$ cat src/rtl/icsc_pkg.sv
// shared constants, types and character functions for the identifier case-style converter
// depends on nothing; imported by icsc_scan, the top level, the checker and the testbench
package icsc_pkg;

  localparam int MAX_LEN = 32;
  localparam int IDX_W   = (MAX_LEN > 1) ? $clog2(MAX_LEN) : 1;
  localparam int LEN_W   = $clog2(MAX_LEN + 1);

  localparam logic [7:0] CH_US = 8'h5F;  // underscore
  localparam logic [7:0] CH_DS = 8'h2D;  // dash

  typedef logic [2:0] style_t;
  localparam style_t STY_CAMEL        = 3'd0;
  localparam style_t STY_PASCAL       = 3'd1;
  localparam style_t STY_SNAKE        = 3'd2;
  localparam style_t STY_UPPER_SNAKE  = 3'd3;
  localparam style_t STY_SCREAM_SNAKE = 3'd4;
  localparam style_t STY_KEBAB        = 3'd5;
  localparam style_t STY_UPPER_KEBAB  = 3'd6;
  localparam style_t STY_SCREAM_KEBAB = 3'd7;

  // what the load-time scan learned about the stored identifier
  typedef struct packed {
    logic [LEN_W-1:0]   core_b;   // first index of the core
    logic [LEN_W-1:0]   core_e;   // one past the last index of the core
    logic               has_us;   // core holds an underscore
    logic               has_ds;   // core holds a dash
    logic [MAX_LEN-1:0] bnd;      // camel split: a component starts here
  } scan_info_t;

  function automatic logic is_up(input logic [7:0] c);
    return (c >= 8'h41) && (c <= 8'h5A);
  endfunction

  function automatic logic is_lo(input logic [7:0] c);
    return (c >= 8'h61) && (c <= 8'h7A);
  endfunction

  function automatic logic is_sep(input logic [7:0] c);
    return (c == CH_US) || (c == CH_DS);
  endfunction

  // separator placed between components by the snake and kebab styles
  function automatic logic [7:0] style_sep(input style_t st);
    return (st >= STY_KEBAB) ? CH_DS : CH_US;
  endfunction

  function automatic logic needs_sep(input style_t st);
    return st >= STY_SNAKE;
  endfunction

  // case mapping of one component letter
  function automatic logic [7:0] map_char(input logic [7:0] c, input style_t st,
                                          input logic first, input logic nz);
    logic u;
    begin
      if ((st == STY_SCREAM_SNAKE) || (st == STY_SCREAM_KEBAB)) u = 1'b1;
      else if (!first) u = 1'b0;
      else if (st == STY_CAMEL) u = nz;
      else u = (st == STY_PASCAL) || (st == STY_UPPER_SNAKE) || (st == STY_UPPER_KEBAB);
      if (u && is_lo(c)) return c - 8'd32;
      else if (!u && is_up(c)) return c + 8'd32;
      else return c;
    end
  endfunction

endpackage

$ cat src/rtl/icsc_ram.sv
// generic single write port, single read port ram with registered read
// no dependencies
module icsc_ram #(
  parameter int WIDTH = 8,
  parameter int DEPTH = 32
) (
  input  logic                           clk,
  input  logic                           we,
  input  logic [$clog2(DEPTH)-1:0]       waddr,
  input  logic [WIDTH-1:0]               wdata,
  input  logic [$clog2(DEPTH)-1:0]       raddr,
  output logic [WIDTH-1:0]               rdata
);

  logic [WIDTH-1:0] mem [DEPTH];

  always_ff @(posedge clk) begin
    if (we) begin
      mem[waddr] <= wdata;
    end
    rdata <= mem[raddr];
  end

endmodule

$ cat src/rtl/icsc_scan.sv
// load-time scan: finds the core bounds, the split separator and camel boundaries
// depends on icsc_pkg
module icsc_scan (
  input  logic                      clk,
  input  logic                      rst,
  input  logic                      clear,
  input  logic                      wr,
  input  logic [7:0]                ch,
  input  logic [icsc_pkg::IDX_W-1:0] idx,
  output icsc_pkg::scan_info_t      info
);
  import icsc_pkg::*;

  typedef enum logic [1:0] {M_START, M_LOW, M_UP} mode_t;

  mode_t              mode;
  logic               seen_ns;
  logic               first_nonup;
  logic               at_start;
  logic               pend_us;
  logic               pend_ds;
  logic               has_us;
  logic               has_ds;
  logic [LEN_W-1:0]   b;
  logic [LEN_W-1:0]   e;
  logic [MAX_LEN-1:0] bnd;
  logic [LEN_W-1:0]   idx_p1;

  assign idx_p1 = LEN_W'(idx) + LEN_W'(1);

  always_ff @(posedge clk) begin
    if (rst || clear) begin
      mode        <= M_START;
      seen_ns     <= 1'b0;
      first_nonup <= 1'b0;
      at_start    <= 1'b0;
      pend_us     <= 1'b0;
      pend_ds     <= 1'b0;
      has_us      <= 1'b0;
      has_ds      <= 1'b0;
      b           <= '0;
      e           <= '0;
      bnd         <= '0;
    end else if (wr) begin
      if (!seen_ns) begin
        if (is_sep(ch)) begin
          b <= idx_p1;
        end else begin
          seen_ns     <= 1'b1;
          e           <= idx_p1;
          first_nonup <= !is_up(ch);
          at_start    <= 1'b1;
          mode        <= M_START;
        end
      end else begin
        if (!is_sep(ch)) begin
          e <= idx_p1;
          if (pend_us) has_us <= 1'b1;
          if (pend_ds) has_ds <= 1'b1;
        end
        if (ch == CH_US) pend_us <= 1'b1;
        if (ch == CH_DS) pend_ds <= 1'b1;
        at_start <= 1'b0;
        unique case (mode)
          M_START: begin
            if (!is_up(ch)) mode <= M_LOW;
            else if (at_start && first_nonup) bnd[idx] <= 1'b1;
            else mode <= M_UP;
          end
          M_LOW: begin
            if (is_up(ch)) begin
              bnd[idx] <= 1'b1;
              mode     <= M_START;
            end
          end
          M_UP: begin
            // the last capital of a run opens the next word
            if (is_lo(ch)) begin
              bnd[IDX_W'(idx - 1'b1)] <= 1'b1;
              mode <= M_LOW;
            end
          end
          default: mode <= M_START;
        endcase
      end
    end
  end

  assign info.core_b = b;
  assign info.core_e = seen_ns ? e : b;
  assign info.has_us = has_us;
  assign info.has_ds = has_ds;
  assign info.bnd    = bnd;

endmodule

$ cat src/rtl/identifier_case_style_converter.sv
// top level of the identifier case-style converter: load, sequencer and output register
// depends on icsc_pkg, icsc_ram and icsc_scan
//
// Identifier characters arrive one per transfer on the s_ side, s_tlast on the last one,
// and are taken one per cycle, unless the output register is stalled, into a MAX_LEN
// byte store, while a scan notes the leading and trailing separator runs, which separator
// splits the core and where camel words begin. The last character starts the conversion:
// the sequencer walks the store, reading each byte in a fetch state (the store's read
// port is registered) and then mapping it in a char state, and in the snake and kebab
// styles it first inserts a separator at each camel word boundary; no character is
// taken until the last byte has been handled. An identifier longer than MAX_LEN gives
// one transfer with too_long set and out_char zero. target_style is written through
// cfg_we/cfg_wdata; the user must write it only while the block is idle, as the block
// itself does not enforce this.
module identifier_case_style_converter (
  input  logic       clk,
  input  logic       rst,
  input  logic       cfg_we,
  input  logic [2:0] cfg_wdata,   // target_style
  input  logic       s_tvalid,
  output logic       s_tready,
  input  logic [7:0] s_tdata,     // character
  input  logic       s_tlast,     // final_char
  output logic       m_tvalid,
  input  logic       m_tready,
  output logic [7:0] m_tdata,     // out_char
  output logic       m_tlast,     // end_of_output
  output logic       m_tuser      // too_long
);
  import icsc_pkg::*;

  typedef enum logic [1:0] {S_LOAD, S_FETCH, S_CHAR} state_t;

  state_t           state;
  style_t           style;
  logic [LEN_W-1:0] count;      // bytes stored so far
  logic             overflow;
  logic [LEN_W-1:0] len;        // bytes to convert
  logic [LEN_W-1:0] pos;        // read position during emission
  logic             comp_first; // next core byte opens a component
  logic             comp_nz;    // a component has already ended
  logic             sep_done;   // word separator already sent for this byte

  scan_info_t       info;
  logic [7:0]       rd_data;
  logic             out_free;
  logic             out_load;
  logic             s_xfer;
  logic             store_wr;
  logic             scan_clear;

  // per-byte decode during emission
  logic             in_core;
  logic             split_sep;
  logic [7:0]       split_ch;
  logic             is_split;
  logic             first;
  logic             nz;
  logic             need_pre;
  logic [7:0]       mapped;
  logic [LEN_W-1:0] pos_next;

  assign out_free = !m_tvalid || m_tready;
  assign s_tready = (state == S_LOAD) && out_free;
  assign s_xfer   = s_tvalid && s_tready;
  assign store_wr = s_xfer && (count < LEN_W'(MAX_LEN));

  always_ff @(posedge clk) begin
    if (rst) begin
      style <= STY_CAMEL;
    end else if (cfg_we) begin
      style <= cfg_wdata;
    end
  end

  icsc_ram #(
    .WIDTH(8),
    .DEPTH(MAX_LEN)
  ) u_store (
    .clk  (clk),
    .we   (store_wr),
    .waddr(count[IDX_W-1:0]),
    .wdata(s_tdata),
    .raddr(pos[IDX_W-1:0]),
    .rdata(rd_data)
  );

  icsc_scan u_scan (
    .clk  (clk),
    .rst  (rst),
    .clear(scan_clear),
    .wr   (store_wr),
    .ch   (s_tdata),
    .idx  (count[IDX_W-1:0]),
    .info (info)
  );

  // split on underscore first, then dash, else at camel boundaries
  assign in_core   = (pos >= info.core_b) && (pos < info.core_e);
  assign split_sep = info.has_us || info.has_ds;
  assign split_ch  = info.has_us ? CH_US : CH_DS;
  assign is_split  = in_core && split_sep && (rd_data == split_ch);
  assign first     = split_sep ? comp_first
                               : ((pos == info.core_b) || info.bnd[pos[IDX_W-1:0]]);
  assign nz        = split_sep ? comp_nz : (pos != info.core_b);
  assign need_pre  = in_core && !split_sep && info.bnd[pos[IDX_W-1:0]]
                     && needs_sep(style) && !sep_done;
  assign mapped    = in_core ? map_char(rd_data, style, first, nz) : rd_data;
  assign pos_next  = pos + LEN_W'(1);

  // output register takes a new byte: flagged result, inserted separator, converted input separator or mapped byte
  assign out_load = (s_xfer && s_tlast && !store_wr)
                    || ((state == S_CHAR) && out_free
                        && (need_pre || !is_split || needs_sep(style)));

  assign scan_clear = ((state == S_CHAR) && out_free && !need_pre && (pos_next == len))
                      || (s_xfer && s_tlast && (overflow || (count == LEN_W'(MAX_LEN))));

  always_ff @(posedge clk) begin
    if (rst) begin
      state      <= S_LOAD;
      count      <= '0;
      overflow   <= 1'b0;
      len        <= '0;
      pos        <= '0;
      comp_first <= 1'b0;
      comp_nz    <= 1'b0;
      sep_done   <= 1'b0;
      m_tvalid   <= 1'b0;
      m_tdata    <= '0;
      m_tlast    <= 1'b0;
      m_tuser    <= 1'b0;
    end else begin
      if (out_load) m_tvalid <= 1'b1;
      else if (m_tready) m_tvalid <= 1'b0;
      unique case (state)
        S_LOAD: begin
          if (s_xfer) begin
            if (store_wr) count <= count + LEN_W'(1);
            else if (!s_tlast) overflow <= 1'b1;
            if (s_tlast) begin
              if (!store_wr) begin
                // too long: single flagged transfer
                m_tdata  <= '0;
                m_tlast  <= 1'b1;
                m_tuser  <= 1'b1;
                count    <= '0;
                overflow <= 1'b0;
              end else begin
                len        <= count + LEN_W'(1);
                pos        <= '0;
                comp_first <= 1'b1;
                comp_nz    <= 1'b0;
                sep_done   <= 1'b0;
                state      <= S_FETCH;
              end
            end
          end
        end
        S_FETCH: begin
          state <= S_CHAR;
        end
        S_CHAR: begin
          if (out_free) begin
            if (need_pre) begin
              m_tdata  <= style_sep(style);
              m_tlast  <= 1'b0;
              m_tuser  <= 1'b0;
              sep_done <= 1'b1;
            end else begin
              if (is_split) begin
                // separator in the input becomes the style's separator or vanishes
                if (needs_sep(style)) begin
                  m_tdata  <= style_sep(style);
                  m_tlast  <= 1'b0;
                  m_tuser  <= 1'b0;
                end
                comp_first <= 1'b1;
                comp_nz    <= 1'b1;
              end else begin
                m_tdata  <= mapped;
                m_tlast  <= (pos_next == len);
                m_tuser  <= 1'b0;
                if (in_core) comp_first <= 1'b0;
              end
              sep_done <= 1'b0;
              pos      <= pos_next;
              if (pos_next == len) begin
                count    <= '0;
                overflow <= 1'b0;
                state    <= S_LOAD;
              end else begin
                state <= S_FETCH;
              end
            end
          end
        end
        default: state <= S_LOAD;
      endcase
    end
  end

  // a flagged result carries no character and closes its identifier
  assert property (@(posedge clk) disable iff (rst)
    (m_tvalid && m_tuser) |-> (m_tlast && (m_tdata == 8'd0)))
    else $error("too_long transfer malformed");

  // the store count never passes its capacity
  assert property (@(posedge clk) disable iff (rst) count <= LEN_W'(MAX_LEN))
    else $error("store count beyond capacity");

  // the core never starts after it ends
  assert property (@(posedge clk) disable iff (rst) info.core_b <= info.core_e)
    else $error("core bounds inverted");

  // a new emission starts from the first stored byte with a fresh component
  assert property (@(posedge clk) disable iff (rst)
    (s_xfer && s_tlast && store_wr) |=> ((pos == '0) && comp_first && (state == S_FETCH)))
    else $error("emission did not start cleanly");

endmodule

$ cat config.mk
export PLATFORM = sky130hd
export DESIGN_NAME = identifier_case_style_converter
export DESIGN_NICKNAME = d
export VERILOG_FILES = /design/src/rtl/icsc_pkg.sv /design/src/rtl/icsc_ram.sv /design/src/rtl/icsc_scan.sv /design/src/rtl/identifier_case_style_converter.sv
export SDC_FILE = /design/constraint.sdc
export NUM_CORES = 1
export LEC_CHECK = 0
export BUFFER_PORTS_ARGS = -buffer_cell sky130_fd_sc_hd__clkbuf_2
export CORE_MARGIN = 4
export CORE_UTILIZATION = 55
export CTS_CLUSTER_SIZE = 16
export DETAILED_ROUTE_END_ITERATION = 7
export GPL_ROUTABILITY_DRIVEN = 0
export PLACE_DENSITY_LB_ADDON = 0.3
export SKIP_CTS_REPAIR_TIMING = 1
export SLEW_MARGIN = 10
export SYNTH_ARGS = -nofsm -noshare
export SYNTH_HDL_FRONTEND = slang
export SYNTH_SLANG_ARGS = --single-unit
$ cat constraint.sdc
create_clock -name clk -period 7.15 [get_ports clk]
set_clock_uncertainty 0.1 [all_clocks]
set_input_delay 1.43 -clock clk [delete_from_list [all_inputs] [get_ports clk]]
set_output_delay 1.43 -clock clk [all_outputs]
set_load 0.01 [all_outputs]
; ---- Yosys cells after proc, flatten, opt, wreduce, memory -nomap -nowiden
; Memories as Yosys holds them, arrays and structs flattened. A register that Yosys moved wholly into a read port is not among the register bits.
; Index checks and enable logic that the tools add are counted.
[word_totals]
in_bits = 17
out_inout_bits = 12
mem_count = 1
word_cells = 262
rom_bits = 0
ramBits = 256
register_bits = 91
latchBits = 0
[op_classes]
bitwise = 4
eq_ne = 34
div = 0
muxes = 104
multipliers = 0
n_reduce_logical = 71
shifts = 0
magnitude_cmp = 18
add_sub_neg = 6
[memory_table]
columns = name, depth, word_bits, read_ports, rd_ports_with_merged_regs, write_ports, line
row1 = u_store.mem, 32, 8, 1, 1, 1, icsc_ram.sv:15  ; logic [WIDTH-1:0] mem [DEPTH];
[ops]
columns = op, n
row1 = $mux 32, 4
row2 = $pmux 32 s3, 1
row3 = $mux 8, 10
row4 = $mux 6, 13
row5 = $or 32x32->32, 2
row6 = $mux 1, 49
row7 = $ge 8x7->1 const B, 4
row8 = $le 8x7->1 const B, 4
row9 = $logic_and 1x1->1, 26
row10 = $pmux 6 s2, 2
row11 = $mux 2, 11
row12 = $reduce_and 7->1, 3
row13 = $reduce_and 5->1, 4
row14 = $lt 5x6->1 const B, 3
row15 = $pmux 8 s2, 1
row16 = $mux 7, 2
row17 = $ne 2x2->1 const B, 7
row18 = $logic_or 1x1->1, 13
row19 = $add 6x1->6 const B, 2
row20 = $eq 6x6->1, 2
row21 = $ne 2x1->1 const B, 6
row22 = $pmux 1 s2, 6
row23 = $pmux 2 s3, 2
row24 = $reduce_and 3->1, 4
row25 = other kinds (34), 56

; ---- Longest topological paths before layout
; Gate-level depths: netlist of run 1.
[logic_depth]
word_depth = 15
depth_mapped = 15
depth_no_buf = 11

; ---- By module
; A second synthesis of run 1 with hierarchy kept.
[unflattened]
cells_unflattened = 1101
area_unflattened_um2 = 15628.7
[modules_own_cells]
columns = mod, cells_per_inst, area_each_um2, instances, seq_area_each_um2
row1 = icsc_ram, 417, 10053.4, 1, 7847.5
row2 = identifier_case_style_converter, 363, 2806.4, 1, 760.7
row3 = icsc_scan, 321, 2768.9, 1, 1061.0

; ---- Worst setup path after synthesis of run 1
; Ideal clock, no wire load.
[synth_timing]
path_type = input to register
startpoint = in m_tready
endpoint = mem u_store.mem[7][0] (enable)
setup_slack_ps = 3594
path_buffers = 2
path_stages = 9
setup_ps = 383
t_required_ps = 6667
arrival_time_ps = 3072
path_cell_list = nor2b_4 -> nor3_2 -> and2_1 -> buf_4 -> nand2b_1 -> clkbuf_1 -> inv_2 -> nand3_1 -> nor3_1
[synth_between]
elab_chain_cells = 6
[synth_lines]
columns = element, line
row1 = "start, declared", identifier_case_style_converter.sv:25  ; input logic m_tready,
row2 = $logic_or 1x1->1, identifier_case_style_converter.sv:63  ; assign out_free = !m_tvalid || m_tready;
row3 = $logic_and 1x1->1, identifier_case_style_converter.sv:64  ; assign s_tready = (state == S_LOAD) && out_free;
row4 = via s_tready, identifier_case_style_converter.sv:21  ; output logic s_tready,
row5 = $logic_and 1x1->1, identifier_case_style_converter.sv:65  ; assign s_xfer = s_tvalid && s_tready;
row6 = $logic_and 1x1->1, identifier_case_style_converter.sv:66  ; assign store_wr = s_xfer && (count < LEN_W'(MAX_LEN));
row7 = via store_wr, identifier_case_style_converter.sv:49  ; logic store_wr;
row8 = $mux 1, icsc_ram.sv:18  ; if (we) begin
row9 = $mux 1 (implied by the code), icsc_ram.sv:19  ; mem[waddr] <= wdata;
row10 = "end, declared", icsc_ram.sv:15
; The timed path passes the listed nets, and every way through them passes these cells.

; ---- Worst setup path in the final report of run 1
[layout_timing]
startpoint = reg pos[0]
endpoint = reg u_scan.bnd[18]
[layout_between]
elab_chain_cells = 11
word_cells_on_any_way = 16
cone_classes = add/sub (1) / order compare (2) / eq/ne (1) / mux (2) / reduce/logical (10)
[layout_lines]
columns = element, line
row1 = "start, declared", identifier_case_style_converter.sv:39  ; logic [LEN_W-1:0] pos;
row2 = "start signal, assigned", identifier_case_style_converter.sv:187  ; pos <= pos_next;
row3 = $ge 6x6->1 or $lt 6x6->1 (tied branches), identifier_case_style_converter.sv:99  ; assign in_core = (pos >= info.core_b) && (pos < info.core_e);
row4 = $logic_and 1x1->1, identifier_case_style_converter.sv:99
row5 = $logic_and 1x1->1 (2 in series), identifier_case_style_converter.sv:106  ; assign need_pre = in_core && !split_sep && info.bnd[pos[IDX_W-1:0]]
row6 = $logic_and 1x1->1 (2 in series), identifier_case_style_converter.sv:107  ; && needs_sep(style) && !sep_done;
row7 = $logic_not 1->1, identifier_case_style_converter.sv:116  ; assign scan_clear = ((state == S_CHAR) && out_free && !need_pre && (pos_next == len))
row8 = $logic_and 1x1->1, identifier_case_style_converter.sv:116
row9 = $logic_and 1x1->1 (*), identifier_case_style_converter.sv:116
row10 = $logic_or 1x1->1 (*), identifier_case_style_converter.sv:117  ; || (s_xfer && s_tlast && (overflow || (count == LEN_W'(MAX_LEN))));
row11 = $logic_or 1x1->1 (*), icsc_scan.sv:32  ; if (rst || clear) begin
row12 = "end signal, assigned", icsc_scan.sv:43  ; bnd <= '0;
row13 = "end signal, assigned by index", icsc_scan.sv:67  ; else if (at_start && first_nonup) bnd[idx] <= 1'b1;
row14 = "end signal, assigned by index", icsc_scan.sv:72  ; bnd[idx] <= 1'b1;
row15 = "end, declared", icsc_scan.sv:26  ; logic [MAX_LEN-1:0] bnd;
; Mark *: on every way between the ends. The rest lies on a longest branch, timed or not. The select of a mux whose other input is x is not followed.
; A chain may end at the register's enable or synchronous reset.

==> results of run 1 <==
[through the flow]
stage | setup WS, ns | utilization, % | total power (W)
3_5_place_dp | 3.05 | 57.7 | 0.00262
5_1_grt | 2.77 | 62.1 | 0.00465
2_1_floorplan | 3.59 | - | 0.00252
6_report | 3.17 | 62.1 | 0.00450
3_3_place_gp | 2.88 | 57.7 | 0.00261
4_1_cts | 3.13 | 62.1 | 0.00453
[flip-flops by register name (all words and copies together) (netlist names), 2 cells and up]
name / cells
u_scan.bnd: 32
u_store.rdata: 8
m_tdata: 8
u_scan.mode: 2
style: 3
pos: 6
u_scan.b: 6
len: 6
u_scan.e: 6
state: 2
count: 6
u_store.mem: 256
[final timing paths]
path,startpoint,endpoint,slack (ns),depth (start not counted)
worst max register to register,pos[0],u_scan.bnd[18],3.17,11
worst min-delay path,m_tdata[3],m_tdata[3],0.35,2
worst max-delay path,pos[0],u_scan.bnd[18],3.17,11
worst min register to register,m_tdata[3],m_tdata[3],0.35,2
[tightest hold or removal path, stage by stage (launching register included)]
cell and delay, ns:
dfxtp_1 0.31, nand2_1 0.05, a21oi_1 0.05
[final cells by class]
cell class / count / area share, %
clock buffers: 46 / 5.82
clock inverters: 18 / 1.37
inverters: 20 / 0.446
multi-input cells: 652 / 31.0
flip-flops and latches: 355 / 57.5
well taps: 372 / 2.76
repair buffers: 35 / 1.14
[metal layers]
| metal | wire length, um | vias to the layer above | GRT usage (%) |
|---|---|---|---|
| met5 | 0 | - | 0 |
| met3 | 2160 | 49 | 3.35 |
| met4 | 673 | 0 | 5.61 |
| met1 | 14300 | 4505 | 31.7 |
| met2 | 15800 | 325 | 34.9 |
| li1 | - | 4171 | - |
[report_power, final]
group | internal (W) | switching [W] | total, W | leakage (nW)
combinational | 0.000129 | 0.000172 | 0.000301 | 1.73
clock | 0.00116 | 0.000765 | 0.00192 | 0.587
sequential | 0.00223 | 0.0000424 | 0.00227 | 3.11
[cell families (layout without fill, tap and decap cells)]
| logic type | count (synthesis) | after routing |
|---|---|---|
| flops | 355 | 355 |
| simple gates | 323 | 323 |
| compound gates | 170 | 170 |
| mux | 120 | 120 |
| buf+inv | 78 | 119 |
| fa+ha+maj | 20 | 20 |
| xor+xnor | 19 | 19 |
[placed cells by master (no fill, tap or decap), types with 8 or more instances in the layout]
| cell | netlist | layout |
|---|---|---|
| a211oi_1 | 14 | 14 |
| a21oi_1 | 54 | 54 |
| a31oi_1 | 10 | 10 |
| clkbuf_1 | 24 | 8 |
| clkbuf_16 | 0 | 38 |
| clkbuf_2 | 0 | 28 |
| dfxtp_1 | 99 | 97 |
| edfxtp_1 | 256 | 256 |
| ha_1 | 20 | 20 |
| inv_1 | 19 | 19 |
| mux2i_1 | 36 | 36 |
| mux4_2 | 80 | 80 |
| nand2_1 | 82 | 82 |
| nand2b_1 | 16 | 16 |
| nand3_1 | 27 | 27 |
| nor2_1 | 136 | 136 |
| nor3_1 | 16 | 15 |
| o21ai_0 | 18 | 18 |
| o22ai_1 | 32 | 32 |
| xnor2_1 | 12 | 12 |
==> flow_summary.ini, run 1 <==
[status]
status = finished, final reports clean

[hold_path]
min_path_type = flop to flop

[cts]
insertion_delay_ns = 0.53
cts_sinks = 355
cts_buffers = 36
clk_path_buf_depth = 3
cts.htree.levels = 2
root_buffer = clkbuf_16
clk_pin_slew_ns = 0.07
cts_tree = built

[placed_design]
portBuffers = 28
dpl_cell_area_um2 = 15600
dp.cells = 1434
hpwl_um = 20700

[worst_setup_path]
critical_path_class = flop to flop
slowest_delay_ns = 0.83
crit_path_end_kind = flop
crit_chain = buf_4 > nand2_1 > nor2_1 > xnor2_1 > xnor2_1 > nor3_1 > nor2b_1 > a21oi_2 > o21ai_4 > buf_4 > nor2_1
start_kind = flop
slowest_stage = dfxtp_4
worstPathRequired_ns = 7.42
worst-path-max-fanout = 53
arrival_ns = 4.25
path_buf_inv = 2
crit_family = simple AND/OR/NAND/NOR gates

[sta]
finalSetupTns_ns = 0
finalSetupViolCount = 0
fin_crit_ns = 3.98
hold_slack_ns = 0.350
rsz0062_at_grt = false
hold_viol = 0
timing.fmax_ghz = 0.251
worst_pin_slew_ns = 1.07
slew-limit-headroom_pct = 28.5
fin_crit_sh_pct = 55.7
drv_slew = 0

[power_and_ir_drop]
vdd_drop_max_uv = 209
leakagePower_nw = 5.43
powerDensity_nw_per_um2 = 267

[layout]
regArea_um2 = 9680
multi_input_area_um2 = 5220
drive_gt1_share_pct = 17.3
antennaDiodeCount = 0
area_delta_synth_final_pct = 10.8
nNetsFinal = 1137
fillers = 1991
fin_cells = 1498
final_area_um2 = 16800

[synthesis]
synth_warnings = 0
synthArstFlopShare_pct = 0
ys_top_cells_by_area = edfxtp_1, dfxtp_1, mux4_2, nor2_1, mux2i_1
synth.cell_area_um2 = 15200
synth_top_family_by_area = multiplexers
synth_common_cells = edfxtp_1, nor2_1, dfxtp_1
synth_ff_type = edfxtp_1
synth_adder_area_share_pct = 1.65
synth_compound_area_share_pct = 7.39
synth_xor_area_share_pct = 1.09
seq_area_frac_synth_pct = 63.6
synth_edf_count = 256
synth_most_common_cell = edfxtp_1
synth_top_cell_area_share_pct = 50.6
synth-seq-cells = 355
synth_cells = 1085
synth.avg_cell_area_um2 = 14.0
synthMuxAreaShare_pct = 14.5
yosys.area.top_type = edfxtp_1
ys_types = 65
synth_fp_nets = 1122
synth-simple-area-share_pct = 9.61

[drt]
drtAntennaViolNets = 0
drt_iter0_drc = 1017
finalWirelength_um = 32900
drcViolationCount = 0
dr.pass1.iters = 5
vias_per_cell = 6.04
wl_per_cell_um = 22.0
vias = 9050

[global_routing]
grt_max_degree = 54
grt_pass1_wl_um = 51800
grt_overflow = 0
grt_pass1_vias = 8965
antenna_found_initial = 1
grt.total_usage_pct = 21.8

[die]
core_um2 = 27100
rows = 60
die-height_um = 174
io_pins = 29
die_x_um = 174
die-area_um2 = 30400
start_util_pct = 56.1

[job]
maxCapViolations = 0
(Power assumes the default switching activity.)
==> run 2, diff against run 1 <==
==> constraint.sdc (replaced) <==
create_clock -name clk -period 3.5 [get_ports clk]
set_clock_uncertainty 0.1 [all_clocks]
set_input_delay 0.7 -clock clk [delete_from_list [all_inputs] [get_ports clk]]
set_output_delay 0.7 -clock clk [all_outputs]
set_load 0.01 [all_outputs]
==> run 2 against run 1 <==
Against the previous run:
- first-iteration DRC count grew 0.98%
- register-to-register slack lost 2.9 ns
- clock power is 100% higher
- combinational power up 130%
- global-route usage is 1.2 points higher
- fmax is 22% higher
- cell area grew 2.8%
- core utilization increased by 1.7 points
- non-clock buffer count up 57
- critical path type unchanged
- critical endpoint is now u_scan.bnd[5]
- largest cell class unchanged
==> flow_summary.ini, run 2 (synthesis gave the netlist of run 1 again) <==
[sta]
slew-limit-headroom_pct = 26.6
rsz0062_at_grt = false
worst_pin_slew_ns = 1.10
timing.fmax_ghz = 0.306
fin_crit_ns = 3.27
finalSetupTns_ns = 0
fin_crit_sh_pct = 93.4
finalSetupViolCount = 0
drv_slew = 0
hold_viol = 0

[power_and_ir_drop]
finalPower_w = 0.00918
powerDensity_nw_per_um2 = 530
leakagePower_nw = 5.74
vdd_drop_max_uv = 430

[die]
core_um2 = 27100
die-area_um2 = 30400
io_pins = 29
rows = 60
die-height_um = 174
die_x_um = 174
start_util_pct = 56.1

[worst_setup_path]
crit_family = compound AO/OA/AOI/OAI gates
arrival_ns = 3.63
timing.rr.end = u_scan.bnd[5]
rrSetupSlack_ns = 0.23
path_buf_inv = 1
endpoint = u_scan.bnd[5]
worstPathRequired_ns = 3.86
critical_path_class = flop to flop
slowest_stage = dfxtp_1
crit_chain = mux2i_1 > ha_1 > a21o_1 > a221o_1 > a21oi_2 > nand4_1 > o21ba_4 > nor2b_1 > a21oi_4 > o21ai_4 > buf_4 > nor2_1
start_kind = flop
crit_path_end_kind = flop
slowest_delay_ns = 0.47
crit_start = u_scan.seen_ns
worst-path-max-fanout = 12
ff2ff_path_depth = 12
path_depth = 12
reg2reg_from = u_scan.seen_ns

[layout]
final_area_um2 = 17300
fillers = 1936
largest_reg_flops = 256
area_delta_synth_final_pct = 13.9
final_cell_mix = edfxtp_1, nor2_1, dfxtp_1
regMostFlops = u_store.mem
antennaDiodeCount = 0
largestRegisters = u_store.mem x256, u_scan.bnd x32
final_core_util_pct = 63.9
drive_gt1_share_pct = 21.6
nNetsFinal = 1197
final_common_cell = edfxtp_1

[drt]
vias = 9456
dr.pass1.iters = 5
drt_iter0_drc = 1027
wl_per_cell_um = 22.4
vias_per_cell = 6.06
dr_wl_met3_um = 2760
drtAntennaViolNets = 0
drt-met1-wl_um = 14400
highest_layer = met4
finalWirelength_um = 35000
drcViolationCount = 0
dr_wl_met2_um = 17000

[cts]
clk_path_buf_depth = 3
cts.htree.levels = 2
clk_pin_slew_ns = 0.06
root_buffer = clkbuf_16
insertion_delay_ns = 0.53
cts_tree = built
cts_buffers = 37
cts_sinks = 355

[global_routing]
grt_pass1_wl_um = 54300
grt_max_degree = 46
antenna_found_initial = 0
grt.total_usage_pct = 23.0
grt_overflow = 0
grt_pass1_vias = 9205

[placed_design]
portBuffers = 28
dpl_cell_area_um2 = 16000
hpwl_um = 22400

[status]
status = finished, final reports clean

[job]
maxCapViolations = 0

[hold_path]
min_path_type = input port to flop
[run 2: changes by cell type in the layout (fill, tap and decap cells not counted), moves of 2 or more]
cell        change
clkinv_2        +2
clkinvlp_4      +2
buf_4          +56
clkbuf_8        +2
clkinv_4        -2
bufinv_16       -2
[run 2: worst min path at each step]
| stage | endpoint | depth (start not counted) | slack [ns] | from |
|---|---|---|---|---|
| floorplan | u_scan.bnd[0] | 2 | 0.34 | u_scan.bnd[0] |
| global placement | m_tdata[2] | 2 | 0.34 | m_tdata[2] |
| detailed placement | m_tdata[2] | 2 | 0.35 | m_tdata[2] |
| CTS | style[1] | 3 | 0.30 | cfg_wdata[1] |
| global route | style[1] | 3 | 0.33 | cfg_wdata[1] |
| finish | style[1] | 3 | 0.31 | cfg_wdata[1] |
[run 2: power breakdown]
| part | switching, W | internal, W |
|---|---|---|
| combinational | 0.000397 | 0.000285 |
| clock | 0.00160 | 0.00228 |
| sequential | 0.0000616 | 0.00456 |
| total | 0.00206 | 0.00712 |
[run 2: tightest hold or removal path: stages]
cell and delay, ns:
clkbuf_2 0.08, mux2i_1 0.06, nor2_1 0.07
[run 2: through the flow]
step | cells | worst slack, ns | hold slack [ns]
2_1_floorplan | 1085 | 0.225 | 0.336
3_3_place_gp | 1490 | 0.295 | 0.338
3_5_place_dp | 1490 | 0.113 | 0.345
4_1_cts | 1558 | 0.0823 | 0.304
5_1_grt | 1561 | 0.0358 | 0.333
6_report | 1561 | 0.230 | 0.311
[run 2: area by class of cell]
class / count / area [um^2] / share of cell area [%]
Sequential cell: 355 / 9680 / 55.9
Multi-Input combinational cell: 654 / 5250 / 30.3
Clock buffer: 49 / 1010 / 5.85
Timing Repair Buffer: 92 / 633 / 3.66
Tap cell: 372 / 465 / 2.69
Clock inverter: 19 / 200 / 1.16
Inverter: 20 / 75.1 / 0.434
[run 2: metal layers]
layer,GRT usage (%),up-vias
met5,0,-
met4,6.00,0
met3,3.50,55
met2,37.7,417
met1,32.7,4694
li1,-,4290
==> run 3, diff against run 2 <==
--- a/config.mk
+++ b/config.mk
@@ -5,6 +5,7 @@
 export SDC_FILE = /design/constraint.sdc
 export NUM_CORES = 1
 export LEC_CHECK = 0
+export ABC_AREA = 1
 export BUFFER_PORTS_ARGS = -buffer_cell sky130_fd_sc_hd__clkbuf_2
 export CORE_MARGIN = 4
 export CORE_UTILIZATION = 55
==> run 3 against run 2 <==
Against the previous run:
- sequential cell count unchanged
- global-route usage grew 3.3 points
- routed wire length up 17%
- critical endpoint is now m_tdata[6]
- largest cell class unchanged
==> flow_summary.ini, run 3 <==
[power_and_ir_drop]
power_frac_clock_pct = 34.7
vdd_drop_max_uv = 504
leakagePower_nw = 6.19
p_switching_w = 0.00318
powerDensity_nw_per_um2 = 615
p_int_w = 0.00746
power_frac_seq_pct = 45.6
p_sw_share_pct = 29.8
combPwrFrac_pct = 19.8

[synthesis]
synth_common_cells = nor2_1, edfxtp_1, o21ai_0
synth_top_cell_area_share_pct = 49.8
yosys.area.top_type = edfxtp_1
synth-seq-cells = 355
synth_most_common_cell = nor2_1
synthArstFlopShare_pct = 0
synth_warnings = 0
synth.cell_area_um2 = 15400
synth_ff_type = edfxtp_1
seq_area_frac_synth_pct = 62.6
synth_cells = 1524
ys_top_cells_by_area = edfxtp_1, dfxtp_1, nor2_1, o21ai_0, nand2_1
synth_fp_nets = 1561
ys_types = 50
synth_edf_count = 256
synth.avg_cell_area_um2 = 10.1

[die]
io_pins = 29
die-height_um = 176
start_util_pct = 55.7
die-area_um2 = 30800
die_x_um = 176
rows = 61
core_um2 = 27700

[sta]
hold_slack_ns = 0.322
finalSetupTns_ns = 0
timing.fmax_ghz = 0.316
slew-limit-headroom_pct = 36.0
rsz0062_at_grt = false
hold_viol = 0
fin_crit_ns = 3.17
worst_pin_slew_ns = 0.956
finalSetupViolCount = 0
drv_slew = 0
fin_crit_sh_pct = 90.5

[global_routing]
gr-usage-met3_pct = 3.79
grt_overflow = 0
grtUsageMet1_pct = 37.9
grt_pass1_wl_um = 63900
gr-usage-met2_pct = 42.1
grt_max_degree = 57
antenna_found_initial = 0
grt_pass1_vias = 11400
grt.busiest_layer = met2
grt.total_usage_pct = 26.3

[cts]
clk_pin_slew_ns = 0.06
clk_path_buf_depth = 3
insertion_delay_ns = 0.52
cts_tree = built
cts_sinks = 355
root_buffer = clkbuf_16
cts_buffers = 36
cts.htree.levels = 2

[layout]
final_area_um2 = 17300
regMostFlops = u_store.mem
final_common_cell = nor2_1
largestRegisters = u_store.mem x256, u_scan.bnd x32
area_delta_synth_final_pct = 12.0
largest_reg_flops = 256
final_core_util_pct = 62.4
drive_gt1_share_pct = 10.7
antennaDiodeCount = 0
nNetsFinal = 1603
final_cell_mix = nor2_1, edfxtp_1, o21ai_0

[status]
status = finished, final reports clean

[hold_path]
whs_endpoint = style[2]
hold-path-cell-count = 3
hp-start = cfg_wdata[2]
min_path_type = input port to flop

[drt]
vias = 12000
dr.pass1.iters = 7
drt_iter0_drc = 1720
finalWirelength_um = 41000
drcViolationCount = 0
vias_per_cell = 6.10
drtAntennaViolNets = 0
wl_per_cell_um = 20.8

[worst_setup_path]
worst-path-max-fanout = 13
ff2ff_path_depth = 17
timing.rr.end = m_tdata[6]
crit_family = simple AND/OR/NAND/NOR gates
crit_chain = inv_1 > nand2_1 > o21ai_0 > ha_1 > a21oi_1 > o21a_1 > nand3_2 > nor3_2 > nand3_1 > nand2_2 > inv_2 > nand2_2 > inv_2 > nand2_2 > nand2_1 > a21oi_1 > nor2_1
reg2reg_from = u_scan.seen_ns
cpMostUsedCell = nand2_2
arrival_ns = 3.46
slowest_stage = dfxtp_1
crit_start = u_scan.seen_ns
slowest_delay_ns = 0.54
crit_path_end_kind = flop
worstPathRequired_ns = 3.79
critical_path_class = flop to flop
rrSetupSlack_ns = 0.33
start_kind = flop
path_buf_inv = 3

[placed_design]
dpl_cell_area_um2 = 16200
portBuffers = 28
hpwl_um = 26400

[job]
maxCapViolations = 0
## run 3: changes by cell type after synthesis, sizes merged, moves of 52 or more
cell,before,now
o21ai,22,181
nand3,27,79
mux4,80,0
inv,20,91
nor2,136,283
nand2,83,164
## run 3: worst max-delay path by stage
stage	to	slack (ns)	cells past startpoint
final	m_tdata[6]	0.33	17
after global routing	m_tdata[6]	0.04	17
after floorplan	m_tdata[6]	0.74	19
after detailed placement	u_scan.bnd[12]	0.13	12
after CTS	m_tdata[6]	0.40	17
after global placement	u_scan.bnd[13]	0.20	12
## run 3: area by class of cell
type	count	area, um^2
inverter	92	348
fill	2197	10400
multi-input combinational	990	5030
timing repair buffer	91	638
tap	378	473
clock inverter	14	126
clock buffer	46	1000
sequential	355	9670
## run 3: power by group through the flow
| stage | combinational [W] | sequential (W) | clock [W] |
|---|---|---|---|
| finish | 0.00210 | 0.00485 | 0.00369 |
| global route | 0.00231 | 0.00486 | 0.00391 |
| CTS | 0.00207 | 0.00484 | 0.00372 |
| detailed placement | 0.00205 | 0.00493 | 0 |
| global placement | 0.00201 | 0.00493 | 0 |
| floorplan | 0.00141 | 0.00486 | 0 |
## run 3: worst min-delay path, stage by stage
cell      delay (ns)
clkbuf_2        0.08
nor2_1          0.04
nor2_1          0.08
## run 3: per-layer routing
metal | wire [um] | share of wire, %
met1 | 17100 | 42
met2 | 19200 | 47
met3 | 3450 | 8.4
met4 | 1160 | 2.8
met5 | 0 | 0
## run 3: cells by family (layout without fill, tap and decap cells)
logic type / count (synthesis) / in the layout / synth area share, %
simple gates: 557 / 557 / 15.0
compound gates: 406 / 406 / 15.6
flops: 355 / 355 / 62.6
buf+inv: 179 / 243 / 4.84
fa+ha+maj: 20 / 20 / 1.62
xor+xnor: 7 / 7 / 0.397
## run 3: per-stage QoR
step | setup WS [ns] | std cells | power (W)
2_1_floorplan | 0.741 | 1524 | 0.00628
4_1_cts | 0.404 | 1966 | 0.0106
3_5_place_dp | 0.131 | 1906 | 0.00698
6_report | 0.334 | 1966 | 0.0106
5_1_grt | 0.0431 | 1966 | 0.0111
3_3_place_gp | 0.196 | 1906 | 0.00693
